`config.mk`:
```
export PLATFORM = sky130hd
export DESIGN_NAME = pdr_div_step
export DESIGN_NICKNAME = d
export VERILOG_FILES = /design/src/sv/pow_difficulty_retarget_top_macros.svh /design/src/sv/pdr_pkg.sv /design/src/sv/pdr_div_step.sv
export SDC_FILE = /design/constraint.sdc
export NUM_CORES = 1
export LEC_CHECK = 0
export BUFFER_PORTS_ARGS = -buffer_cell sky130_fd_sc_hd__buf_2
export CAP_MARGIN = 20
export CORE_AREA = 2 2 272 274
export CTS_CLUSTER_SIZE = 20
export DETAILED_ROUTE_END_ITERATION = 16
export DIE_AREA = 0 0 274 276
export SLEW_MARGIN = 20
export SYNTH_ARGS = -nofsm -noshare
export SYNTH_HDL_FRONTEND = slang
export SYNTH_SLANG_ARGS = --single-unit
```
`constraint.sdc`:
```
create_clock -name i_clk -period 3.8 [get_ports i_clk]
set_input_delay 0.76 -clock i_clk [delete_from_list [all_inputs] [get_ports i_clk]]
set_output_delay 0.76 -clock i_clk [all_outputs]
set_load 0.05 [all_outputs]
```
`src/sv/pow_difficulty_retarget_top_macros.svh`:
```
// Assertion macros shared by the retarget RTL.
// Simulation builds get the checks; synthesis builds get empty bodies.
`ifndef POW_DIFFICULTY_RETARGET_TOP_MACROS_SVH
`define POW_DIFFICULTY_RETARGET_TOP_MACROS_SVH
`ifndef SYNTHESIS
// Check that a condition holds at every clock edge outside reset.
`define PDR_ASSERT_ALWAYS(label, clk, rst_n, cond, msg) \
    label: assert property (@(posedge clk) disable iff (!rst_n) (cond)) else $error(msg);
// Check that a trigger implies a consequence in the next cycle.
`define PDR_ASSERT_NEXT(label, clk, rst_n, trig, cons, msg) \
    label: assert property (@(posedge clk) disable iff (!rst_n) (trig) |=> (cons)) \
        else $error(msg);
`else
`define PDR_ASSERT_ALWAYS(label, clk, rst_n, cond, msg)
`define PDR_ASSERT_NEXT(label, clk, rst_n, trig, cons, msg)
`endif
`endif

```
`src/sv/pdr_pkg.sv`:
```
// Shared constants and types for the difficulty retarget pipeline.
// No dependencies; used by every RTL module of the block.
package pdr_pkg;

    localparam int TGT_W       = 64;
    localparam int HEIGHT_W    = 31;
    localparam int CFG_W       = 16;
    localparam int CFG_IDX_W   = 2;
    localparam int DIV_STEPS   = 64;
    localparam int MOD_STEPS   = 31;
    localparam int WINDOW_BLOCKS_DEF = 100;

    localparam logic [TGT_W-1:0] INIT_TARGET_RST = 64'd17592186044415;
    localparam logic [CFG_W-1:0] INTERVAL_RST    = 16'd100;
    localparam logic [CFG_W-1:0] BLOCK_SEC_RST   = 16'd6;
    localparam logic [TGT_W-1:0] TGT_MAX         = {TGT_W{1'b1}};

    // Configuration register indexes
    localparam logic [CFG_IDX_W-1:0] CFG_INITIAL_TARGET    = 2'd0;
    localparam logic [CFG_IDX_W-1:0] CFG_RETARGET_INTERVAL = 2'd1;
    localparam logic [CFG_IDX_W-1:0] CFG_BLOCK_SECONDS     = 2'd2;

    // Per-item payload carried down the pipeline
    typedef struct packed {
        logic [TGT_W-1:0]    nq;      // dividend low bits out, quotient bits in
        logic [HEIGHT_W-1:0] mod_hq;  // height bits shifting out
        logic [CFG_W-1:0]    mod_r;   // height modulo interval, partial
        logic [TGT_W-1:0]    tgt;     // selected old target
        logic [TGT_W-1:0]    lo_b;    // lower clamp bound
        logic [TGT_W-1:0]    hi_b;    // upper clamp bound
        logic                do_rt;   // retarget allowed, pending modulo check
        logic                sat;     // quotient overflows 64 bits
    } t_side;

endpackage

```
`src/sv/pdr_div_step.sv`:
```
// One registered restoring-division step, with an optional height modulo step.
// Depends on pdr_pkg; chained in the top level.
module pdr_div_step #(
    parameter int EXP_W  = 23,
    parameter bit DO_MOD = 1'b1
) (
    input  logic                   i_clk,
    input  logic                   i_rst_n,
    input  logic                   i_en,
    input  logic                   i_valid,
    input  pdr_pkg::t_side         i_side,
    input  logic [EXP_W-1:0]       i_rem,
    input  logic [EXP_W-1:0]       i_den,
    input  logic [pdr_pkg::CFG_W-1:0] i_interval,
    output logic                   o_valid,
    output pdr_pkg::t_side         o_side,
    output logic [EXP_W-1:0]       o_rem
);
    import pdr_pkg::*;

    logic [EXP_W:0]   w_sh;
    logic             w_ge;
    logic [EXP_W:0]   w_diff;
    logic [CFG_W:0]   w_msh;
    logic [CFG_W:0]   w_mdiff;
    logic             w_mge;
    t_side            n_side;
    logic [EXP_W-1:0] n_rem;
    logic             r_valid;
    t_side            r_side;
    logic [EXP_W-1:0] r_rem;

    // Shift in next dividend bit, subtract when it fits
    always_comb begin
        w_sh   = {i_rem, i_side.nq[TGT_W-1]};
        w_ge   = (w_sh >= {1'b0, i_den});
        w_diff = w_sh - {1'b0, i_den};
        n_rem  = w_ge ? w_diff[EXP_W-1:0] : w_sh[EXP_W-1:0];
        n_side = i_side;
        n_side.nq = {i_side.nq[TGT_W-2:0], w_ge};
        w_msh   = {i_side.mod_r, i_side.mod_hq[HEIGHT_W-1]};
        w_mge   = (w_msh >= {1'b0, i_interval});
        w_mdiff = w_msh - {1'b0, i_interval};
        if (DO_MOD) begin
            n_side.mod_hq = {i_side.mod_hq[HEIGHT_W-2:0], 1'b0};
            n_side.mod_r  = w_mge ? w_mdiff[CFG_W-1:0] : w_msh[CFG_W-1:0];
        end
    end

    always_ff @(posedge i_clk) begin
        if (!i_rst_n) begin
            r_valid <= 1'b0;
        end else if (i_en) begin
            r_valid <= i_valid;
        end
        if (i_en) begin
            r_side <= n_side;
            r_rem  <= n_rem;
        end
    end

    assign o_valid = r_valid;
    assign o_side  = r_side;
    assign o_rem   = r_rem;

endmodule

```
Word level (Yosys, flattened, before mapping) --
Cells that the tools add are included.
Word-level totals: register bits after elaboration 328, output and inout bits 329, word-level logic and storage cells 16
Operators by class: add/sub/neg operators 2, order comparisons 2, muxes and demuxes 2
Operator list (number):
- 24-bit by 23-bit >= comparator with 1-bit output | 1
- 23-bit 2-to-1 mux | 1
- 23-bit subtractor | 1
- 17-bit by 16-bit >= comparator with 1-bit output | 1
- 16-bit 2-to-1 mux | 1
- 16-bit subtractor | 1

Logic depth before layout (Yosys ltp) --
Gate-level depths: netlist of run 1.
depth after elaboration 2, mapped depth 12

Worst setup path before layout of run 1 --
OpenSTA, ideal clock, no wires.
kind input to register, start input i_side[304] (netlist name), end register r_rem[18] (netlist: o_rem[18]) (data pin), arrival time 2957 ps, slack 583 ps, cell stages on the path 10, buffers on the path 0, path through inv_1 > ha_1 > fa_1 > nand2b_1 > a21oi_1 > o31ai_1 > a2111oi_0 > or2_1 > a211oi_1 > mux2_4
On the way: longest elaborated chain between the ends 2, elaborated cells between the ends (all ways) 3, those cells by class add/sub (1); order compare (1); mux (1)
RTL lines:
- start, declared | line pdr_div_step.sv:11 | input pdr_pkg::t_side i_side,
- 23-bit subtractor or 24-bit by 23-bit >= comparator with 1-bit output (tied branches) | line pdr_div_step.sv:37, pdr_div_step.sv:36
- 23-bit 2-to-1 mux (*) | line pdr_div_step.sv:38 | n_rem = w_ge ? w_diff[EXP_W-1:0] : w_sh[EXP_W-1:0];
- named net n_rem[18] | line pdr_div_step.sv:28 | logic [EXP_W-1:0] n_rem;
- end signal, assigned | line pdr_div_step.sv:58 | r_rem <= n_rem;
- end, declared | line pdr_div_step.sv:31 | logic [EXP_W-1:0] r_rem;
The timed path passes the listed nets; every way through them passes the cells marked *. A chain may end at the register's enable or synchronous reset.

Worst setup path after layout of run 1 --
start input i_side[304] (netlist name), end register r_rem[22] (netlist: o_rem[22]) (data pin)
Same word-level chain as after synthesis.

==> results_dict.tcl, run 1 <==
set metrics [dict create \
    status "complete, no violations" \
    clk_path_buf_depth 3 \
    antenna_found_initial 21 \
    final_hold_viol_count 0 \
    path_depth 12 \
    seqPwrFrac 0.425 \
    worstPathArrival_ns 3.29 \
    die_h_um 276 \
    critical_path.startpoint_type "primary input" \
    max-cap-violations 0 \
    place_ws_ns 0.220 \
    power.internal_mw 7.12 \
    reg2regPathDepth 2 \
    finalCriticalPeriod_ns 3.00 \
    maxSlewViolCount 0 \
    place_congestion 0.871 \
    cts_tree "yes" \
    postCtsHoldBufs 0 \
    worst_slew_pin_slew_ns 0.867 \
    clock_skew_ns 0 \
    final_cell_mix "697 x buf_2, 327 x edfxtp_1, 47 x inv_1, 40 x clkbuf_16, 39 x ha_1" \
    io_buffers 698 \
    netlist_instances 723 \
    drt-total-wl_um 48600 \
    rsz0062_at_grt "no" \
    synth_compound_area_frac 0.0696 \
    numCtsBuffers 39 \
    synth_xor_area_frac 0.0187 \
    post_synth_num_cell_types 61 \
    synth_top_family_by_area "compound AO/OA/AOI/OAI gates" \
    ios 700 \
    dp_hpwl_um 39400 \
    ctsResizeCount 0 \
    grt_pass1_vias 9694 \
    layout.nets 1876 \
    clock_power_share 0.355 \
    grt_usage 0.120 \
    final_cells 2456 \
    ys_ff_latch 328 \
    root_buffer "clkbuf_16" \
    crit_fanout 3 \
    synth_edf_count 327 \
    synth_ff_type "edfxtp_1" \
    setup_violations 0 \
    async_flop_share 0 \
    seq_area_um2 9840 \
    peakVddDrop_uv 412 \
    area_delta_synth_final_pct 48.2 \
    cpPeakStageDelay_ns 0.51 \
    critPathKind "in2reg" \
    synth-seq-area-share 0.779 \
    fillers 7653 \
    fmax_ghz 0.333 \
    critPathTopFamily "compound AO/OA/AOI/OAI gates" \
    dr.first_iter.drc_count 572 \
    cp_data_required_time_ns 4.09 \
    syn_nets 1135 \
    coreArea_um2 72600 \
    cp_cell_sequence "buf_2 > inv_1 > ha_1 > fa_1 > nand2b_1 > a21oi_1 > o31ai_1 > a2111oi_0 > buf_4 > o2111ai_1 > o311a_1 > mux2_2" \
    whs_ns 0.383 \
    clkTransAtPathRegs_ns 0.06 \
    htree_levels 2 \
    crit_path_top_delay_cell "a2111oi_0" \
    synth_fa_ha_area_frac 0.0418 \
    netlist_area_um2 12600 \
    p_leak_nw 8.04 \
    finalSetupTns_ns 0 \
    p_sw_mw 3.40 \
    utilization 0.258 \
    power.density_nw_per_um2 562 \
    first_pass_iters 4 \
    clkLatencyLatePin_ns 0.55 \
    yosys_warnings 0 \
    finalWorstSetupSlack_ns 0.799 \
    layout_commonest_cell "buf_2" \
    hold_depth 1 \
    viasPerCell 3.76 \
    wl_per_cell_um 19.8 \
    fin_crit_sh 0.790 \
    critical_path_buf_inv_count 3 \
    grt_max_degree 92 \
    clock-sinks 328 \
    dp.cells 2382 \
    initial_core_util 0.174 \
    synth-simple-area-share 0.0397 \
    dieArea_um2 75600 \
    vias 9237 \
    p_comb_frac 0.220 \
    drc_errors 0 \
    multiInputGateArea_um2 2540 \
    drive_above_1_share 0.533 \
    drt.antenna.violating_nets 0 \
    postCtsSetupBuffers 0 \
    overflow 0 \
    synthMuxAreaShare 0.0308 \
    rows 99 \
    maxSlewHeadroom 0.422 \
    grt_first_pass_wirelength_um 65800 \
    cp-end-kind "register" \
    syn_area_per_cell_um2 17.5 \
    die_width_um 274 \
    p_sw_frac 0.323 \
    holdCritPathClass "in2reg" \
]
-- state kept, by name (all words and copies together) (netlist names) --
register / cells
o_rem: 23
o_valid: 1
o_side: 304
-- final cells by class --
class                           instances  share of cell area
Clock inverter                         27              0.0140
Multi-Input combinational cell        334               0.136
Antenna cell                            2            0.000267
Clock buffer                           45              0.0544
Sequential cell                       328               0.525
Tap cell                              959              0.0641
Timing Repair Buffer                  714               0.197
Inverter                               47             0.00942
-- per-layer routing --
| metal | wire length, µm | vias to the layer above | global-route usage |
|---|---|---|---|
| li1 | - | 4273 | - |
| met1 | 17700 | 4416 | 0.124 |
| met2 | 24500 | 437 | 0.218 |
| met3 | 4660 | 91 | 0.0481 |
| met4 | 1630 | 20 | 0.0433 |
| met5 | 122 | - | 0 |
-- power by group through the flow --
stage               combinational [mW]  sequential [mW]  clock, mW
floorplan                        0.432             5.64          0
global placement                  2.32             4.54          0
detailed placement                2.34             4.54          0
CTS                               2.34             4.48       3.88
global route                      2.42             4.50       4.03
finish                            2.32             4.47       3.73
-- logic make-up after synthesis --
group,after synthesis
flip-flops,328
AO/OA/AOI/OAI,133
AND/OR/NAND/NOR,102
buffers and inverters,61
adder cells (fa/ha/maj),41
multiplexers,30
XOR/XNOR,27
other,1
-- synthesized netlist by cell type, types with 3 or more instances --
| master | count | area, µm² |
|---|---|---|
| o21ai_1 | 17 | 85.1 |
| o31ai_1 | 5 | 37.5 |
| nor2_1 | 23 | 86.3 |
| a21o_1 | 17 | 128 |
| nor3_1 | 9 | 45.0 |
| a31oi_1 | 5 | 31.3 |
| a21oi_1 | 35 | 175 |
| mux2_4 | 16 | 240 |
| xnor2_1 | 19 | 166 |
| nor4_1 | 4 | 25.0 |
| o21bai_1 | 4 | 30.0 |
| xor2_1 | 8 | 70.1 |
| edfxtp_1 | 327 | 9820 |
| a211oi_1 | 5 | 37.5 |
| a2111oi_0 | 3 | 26.3 |
| mux2_1 | 6 | 67.6 |
| nand2b_1 | 8 | 50.1 |
| ha_1 | 39 | 488 |
| o21ai_0 | 17 | 85.1 |
| clkbuf_1 | 6 | 22.5 |
| o21a_1 | 5 | 37.5 |
| buf_2 | 3 | 15.0 |
| nand4_1 | 5 | 31.3 |
| nand3_1 | 7 | 35.0 |
| inv_1 | 47 | 176 |
| mux2i_1 | 7 | 70.1 |
| nor2b_1 | 8 | 50.1 |
| nand2_1 | 28 | 105 |
-- path summary, 6_finish.rpt --
check	startpoint	to	slack (ns)
worst max-delay path	i_side[304]	o_rem[22]	0.80
worst min-delay path	i_side[65]	o_side[65]	0.38
worst max register to register	o_valid	o_valid	3.20
worst min register to register	o_valid	o_valid	0.54
-- stage by stage --
| stage | power [mW] | area, µm² |
|---|---|---|
| 6_report | 10.5 | 18700 |
| 5_1_grt | 10.9 | 18700 |
| 4_1_cts | 10.7 | 18700 |
| 3_5_place_dp | 6.88 | 17400 |
| 3_3_place_gp | 6.86 | 17400 |
| 2_1_floorplan | 6.07 | 12600 |
Power figures use the tool's default switching activity.
==> inputs of run 2 (changes only) <==
==> constraint.sdc (replaced) <==
create_clock -name i_clk -period 2.73 [get_ports i_clk]
set_input_delay 0.546 -clock i_clk [delete_from_list [all_inputs] [get_ports i_clk]]
set_output_delay 0.546 -clock i_clk [all_outputs]
set_load 0.05 [all_outputs]
==> results_dict.tcl, run 2 (same netlist as run 1, synthesis figures left out) <==
set metrics [dict create \
    postCtsHoldBufs 0 \
    clock-sinks 328 \
    power.internal_mw 10.3 \
    p_sw_mw 4.89 \
    maxSlewViolCount 0 \
    dp_hpwl_um 41100 \
    power.density_nw_per_um2 773 \
    layout_commonest_cell "buf_2" \
    postCtsSetupBuffers 0 \
    fmax_ghz 0.391 \
    drt-total-wl_um 50300 \
    rsz0062_at_grt "no" \
    area_delta_synth_final_pct 55.9 \
    coreArea_um2 72600 \
    peakVddDrop_uv 611 \
    die_h_um 276 \
    layout.nets 1981 \
    ios 700 \
    htree_levels 2 \
    p_comb_frac 0.226 \
    final_area_um2 19700 \
    reg2regPathDepth 2 \
    cp-end-kind "register" \
    cp_data_required_time_ns 3.04 \
    drc_errors 0 \
    worst_slew_pin_slew_ns 0.584 \
    worstPathArrival_ns 2.87 \
    setup_violations 0 \
    max-cap-violations 0 \
    status "complete, no violations" \
    viasPerCell 3.79 \
    initial_core_util 0.174 \
    fin_crit_sh 0.938 \
    numCtsBuffers 41 \
    drive_above_1_share 0.568 \
    r2r_slack_ns 2.14 \
    critical_path.startpoint_type "primary input" \
    grt_max_degree 81 \
    vias 9717 \
    critPathKind "in2reg" \
    root_buffer "clkbuf_16" \
    ctsResizeCount 0 \
    drt.antenna.violating_nets 0 \
    crit_fanout 3 \
    maxSlewHeadroom 0.609 \
    fillers 7503 \
    report.power.total_mw 15.2 \
    io_buffers 698 \
    r2r-end "o_valid" \
    min_from "i_side[187]" \
    wl_per_cell_um 19.6 \
    clk_path_buf_depth 3 \
    clock_power_share 0.366 \
    antenna_found_initial 19 \
    hold_end "o_side[187]" \
    first_pass_iters 6 \
    p_leak_nw 8.62 \
    finalCriticalPeriod_ns 2.56 \
    holdCritPathClass "in2reg" \
    clock_skew_ns 0 \
    final_hold_viol_count 0 \
    grt_usage 0.126 \
    r2r-start "o_valid" \
    largest_reg_flops 304 \
    final_cell_mix "697 x buf_2, 327 x edfxtp_1, 113 x buf_4, 46 x inv_1, 41 x clkbuf_16" \
    rows 99 \
    dp.cells 2485 \
    place_congestion 0.871 \
    clkLatencyLatePin_ns 0.57 \
    grt_first_pass_wirelength_um 69200 \
    overflow 0 \
    placed_area_um2 18300 \
    die_width_um 274 \
    p_sw_frac 0.321 \
    clkTransAtPathRegs_ns 0.06 \
    hold_depth 1 \
    dr.first_iter.drc_count 630 \
    grt_pass1_vias 10200 \
    final_cells 2561 \
    cts_tree "yes" \
    dieArea_um2 75600 \
    seqPwrFrac 0.408 \
]
==> run 2: changes by cell type in the layout (fill, tap and decap cells not counted), moves of 2 or more <==
cell / previous run / this run
clkbuf_1: 5 / 7
inv_6: 5 / 3
bufinv_16: 3 / 5
buf_4: 11 / 113
clkinvlp_4: 6 / 4
==> run 2: final cells by class <==
class                   instances  area, µm²  area share
diodes                          2       5.00    0.000254
clock buffers                  48       1050      0.0534
clock inverters                26        330      0.0168
inverters                      47        189     0.00959
multi-input cells             334       2610       0.132
flip-flops and latches        328       9840       0.500
well taps                     959       1200      0.0609
repair buffers                817       4470       0.227
==> run 2: worst max path at each step <==
stage | start | end
2_1_floorplan | i_side[304] | o_rem[10]
3_3_place_gp | i_side[304] | o_rem[18]
3_5_place_dp | i_side[304] | o_rem[22]
4_1_cts | i_side[304] | o_rem[22]
5_1_grt | i_side[304] | o_rem[22]
6_report | i_side[304] | o_rem[22]
==> run 2: power by group through the flow <==
stage / sequential [mW] / clock [mW] / combinational [mW]
floorplan: 7.85 / 0 / 0.616
global placement: 6.32 / 0 / 3.44
detailed placement: 6.32 / 0 / 3.47
CTS: 6.22 / 5.81 / 3.47
global route: 6.26 / 6.00 / 3.62
finish: 6.22 / 5.57 / 3.44
==> run 2: per-layer routing <==
| metal | track usage | vias up | routed length (µm) |
|---|---|---|---|
| li1 | - | 4479 | - |
| met1 | 0.130 | 4640 | 17600 |
| met2 | 0.215 | 467 | 24200 |
| met3 | 0.0543 | 111 | 5460 |
| met4 | 0.0668 | 20 | 2900 |
| met5 | 0 | - | 134 |
==> run 2: through the flow <==
| step | util | setup slack [ns] | hold WS (ns) | setup TNS (ns) |
|---|---|---|---|---|
| floorplan | - | -0.0398 | 0.645 | -0.580 |
| global placement | 0.252 | -0.370 | 0.514 | -5.94 |
| detailed placement | 0.252 | -0.411 | 0.516 | -7.06 |
| CTS | 0.271 | 0.226 | 0.0872 | 0 |
| global route | 0.271 | 0.0932 | 0.105 | 0 |
| finish | 0.271 | 0.170 | 0.145 | 0 |
==> run 2: critical path, stage by stage <==
cell,delay (ns)
buf_2,0.15
inv_12,0.06
ha_4,0.13
fa_2,0.22
nand2b_4,0.14
a21oi_4,0.07
o31ai_1,0.40
a2111oi_2,0.14
buf_4,0.16
or2_1,0.25
o311a_1,0.34
mux2_2,0.27
==> inputs of run 3 (changes only) <==
==> constraint.sdc (replaced) <==
create_clock -name i_clk -period 2.3 [get_ports i_clk]
set_input_delay 0.46 -clock i_clk [delete_from_list [all_inputs] [get_ports i_clk]]
set_output_delay 0.46 -clock i_clk [all_outputs]
set_load 0.05 [all_outputs]
==> results_dict.tcl, run 3 (same netlist as run 1, synthesis figures left out) <==
set metrics [dict create \
    finalWorstSetupSlack_ns -0.0563 \
    viasPerCell 3.80 \
    r2r-start "o_valid" \
    io_buffers 698 \
    cp_cell_sequence "buf_8 > inv_12 > ha_4 > fa_2 > nand2b_4 > a21oi_4 > nor3_4 > o31ai_4 > nor2_2 > o21ai_4 > buf_12 > buf_16 > mux2_4" \
    final_hold_viol_count 0 \
    cpPeakStageDelay_ns 0.35 \
    worst_slew_pin_slew_ns 0.565 \
    final_cell_mix "695 x buf_2, 327 x edfxtp_1, 137 x buf_4, 42 x inv_1, 41 x clkbuf_16" \
    cp-end-kind "register" \
    numCtsBuffers 38 \
    rsz0062_at_grt "yes" \
    crit_path_top_delay_cell "fa_2" \
    overflow 0 \
    max-cap-violations 0 \
    grt_max_degree 72 \
    clkLatencyLatePin_ns 0.54 \
    ios 700 \
    cp_data_required_time_ns 2.60 \
    drt-total-wl_um 49500 \
    reg2regPathDepth 2 \
    r2r-end "o_valid" \
    min_from "i_side[77]" \
    place_ws_ns -0.800 \
    grt_pass1_vias 10300 \
    clock-sinks 328 \
    r2r_slack_ns 1.71 \
    peakVddDrop_uv 562 \
    critical_path.startpoint_type "primary input" \
    clk_path_buf_depth 3 \
    fillers 7551 \
    setup_violations 9 \
    holdCritPathClass "in2reg" \
    layout_commonest_cell "buf_2" \
    report.power.total_mw 18.0 \
    critPathKind "in2reg" \
    area_delta_synth_final_pct 59.5 \
    die_h_um 276 \
    hold_depth 1 \
    htree_levels 2 \
    dr.first_iter.drc_count 558 \
    crit_fanout 6 \
    coreArea_um2 72600 \
    largest_reg_flops 304 \
    dp_hpwl_um 39900 \
    drc_errors 0 \
    die_width_um 274 \
    initial_core_util 0.174 \
    drive_above_1_share 0.599 \
    clkTransAtPathRegs_ns 0.07 \
    postCtsHoldBufs 0 \
    root_buffer "clkbuf_16" \
    maxSlewHeadroom 0.619 \
    cts_tree "yes" \
    first_pass_iters 5 \
    violations "negative setup slack" \
    fin_crit_sh 1.02 \
    seq_area_um2 9840 \
    place_congestion 0.833 \
    finalCriticalPeriod_ns 2.36 \
    grt_usage 0.124 \
    final_area_um2 20200 \
    placed_area_um2 18600 \
    layout.nets 2004 \
    p_leak_nw 8.77 \
    dieArea_um2 75600 \
    fmax_ghz 0.424 \
    antenna_found_initial 20 \
    power.density_nw_per_um2 893 \
    status "finished, violations left" \
    finalSetupTns_ns -0.260 \
    hold_end "o_side[77]" \
    worstPathArrival_ns 2.65 \
    clock_skew_ns 0 \
    rows 99 \
    multiInputGateArea_um2 2890 \
    maxSlewViolCount 0 \
    drt.antenna.violating_nets 0 \
    wl_per_cell_um 19.1 \
    vias 9832 \
    grt_first_pass_wirelength_um 68400 \
]
## run 3: cell types whose count changed in the layout (fill, tap and decap cells not counted), moves of 4 or more
cell    delta
inv_2      +4
inv_1      -4
ha_1      -14
mux2_1     -5
mux2_4     +5
buf_4     +24
ha_4      +14
## run 3: worst max path at each step
stage                start         to  slack, ns
3_3_place_gp     i_rem[14]  o_rem[22]      -0.75
2_1_floorplan  i_side[304]  o_rem[10]      -0.38
5_1_grt        i_side[304]  o_rem[20]       -0.1
4_1_cts          i_den[15]  o_rem[13]      -0.04
3_5_place_dp   i_side[304]  o_rem[22]      -0.80
6_report       i_side[304]  o_rem[20]      -0.06
## run 3: repair_timing
action,CTS,global route
buffers inserted,4,4
gates resized for setup,16,18
setup endpoints to repair,22,22
endpoints found under the hold margin,0,0
gates cloned,1,0
pin swaps,7,8
## run 3: stage by stage
stage,util,hold WS (ns),std cells
2_1_floorplan,-,0.559,723
3_3_place_gp,0.256,0.497,2503
3_5_place_dp,0.256,0.505,2503
4_1_cts,0.276,0.00870,2577
5_1_grt,0.278,0.0314,2582
6_report,0.278,0.0775,2585
## run 3: final cells by class
type                            count  area share
Antenna cell                        5    0.000621
Clock buffer                       50      0.0536
Clock inverter                     19      0.0119
Inverter                           47     0.00938
Multi-Input combinational cell    334       0.143
Sequential cell                   328       0.488
Tap cell                          959      0.0595
Timing Repair Buffer              843       0.233
## run 3: critical path: cells and delay by family
family,cells,cell delay (ns)
buffers and inverters,4,0.39
muxes,1,0.29
adders and majority gates,2,0.50
AOI/OAI and AO/OA,3,0.67
and+or+nand+nor,3,0.32
## run 3: metal layers
metal  part of all wire  GRT usage
met5             0.0026          0
met4              0.034     0.0439
met3               0.10     0.0503
met2               0.49      0.218
met1               0.37      0.133
## run 3: report_power, final
group | internal, mW | switching (mW) | leakage, nW
Clock | 3.89 | 2.51 | 0.637
Sequential | 7.20 | 0.171 | 3.21
Combinational | 1.28 | 2.96 | 4.93
Total | 12.4 | 5.64 | 8.77
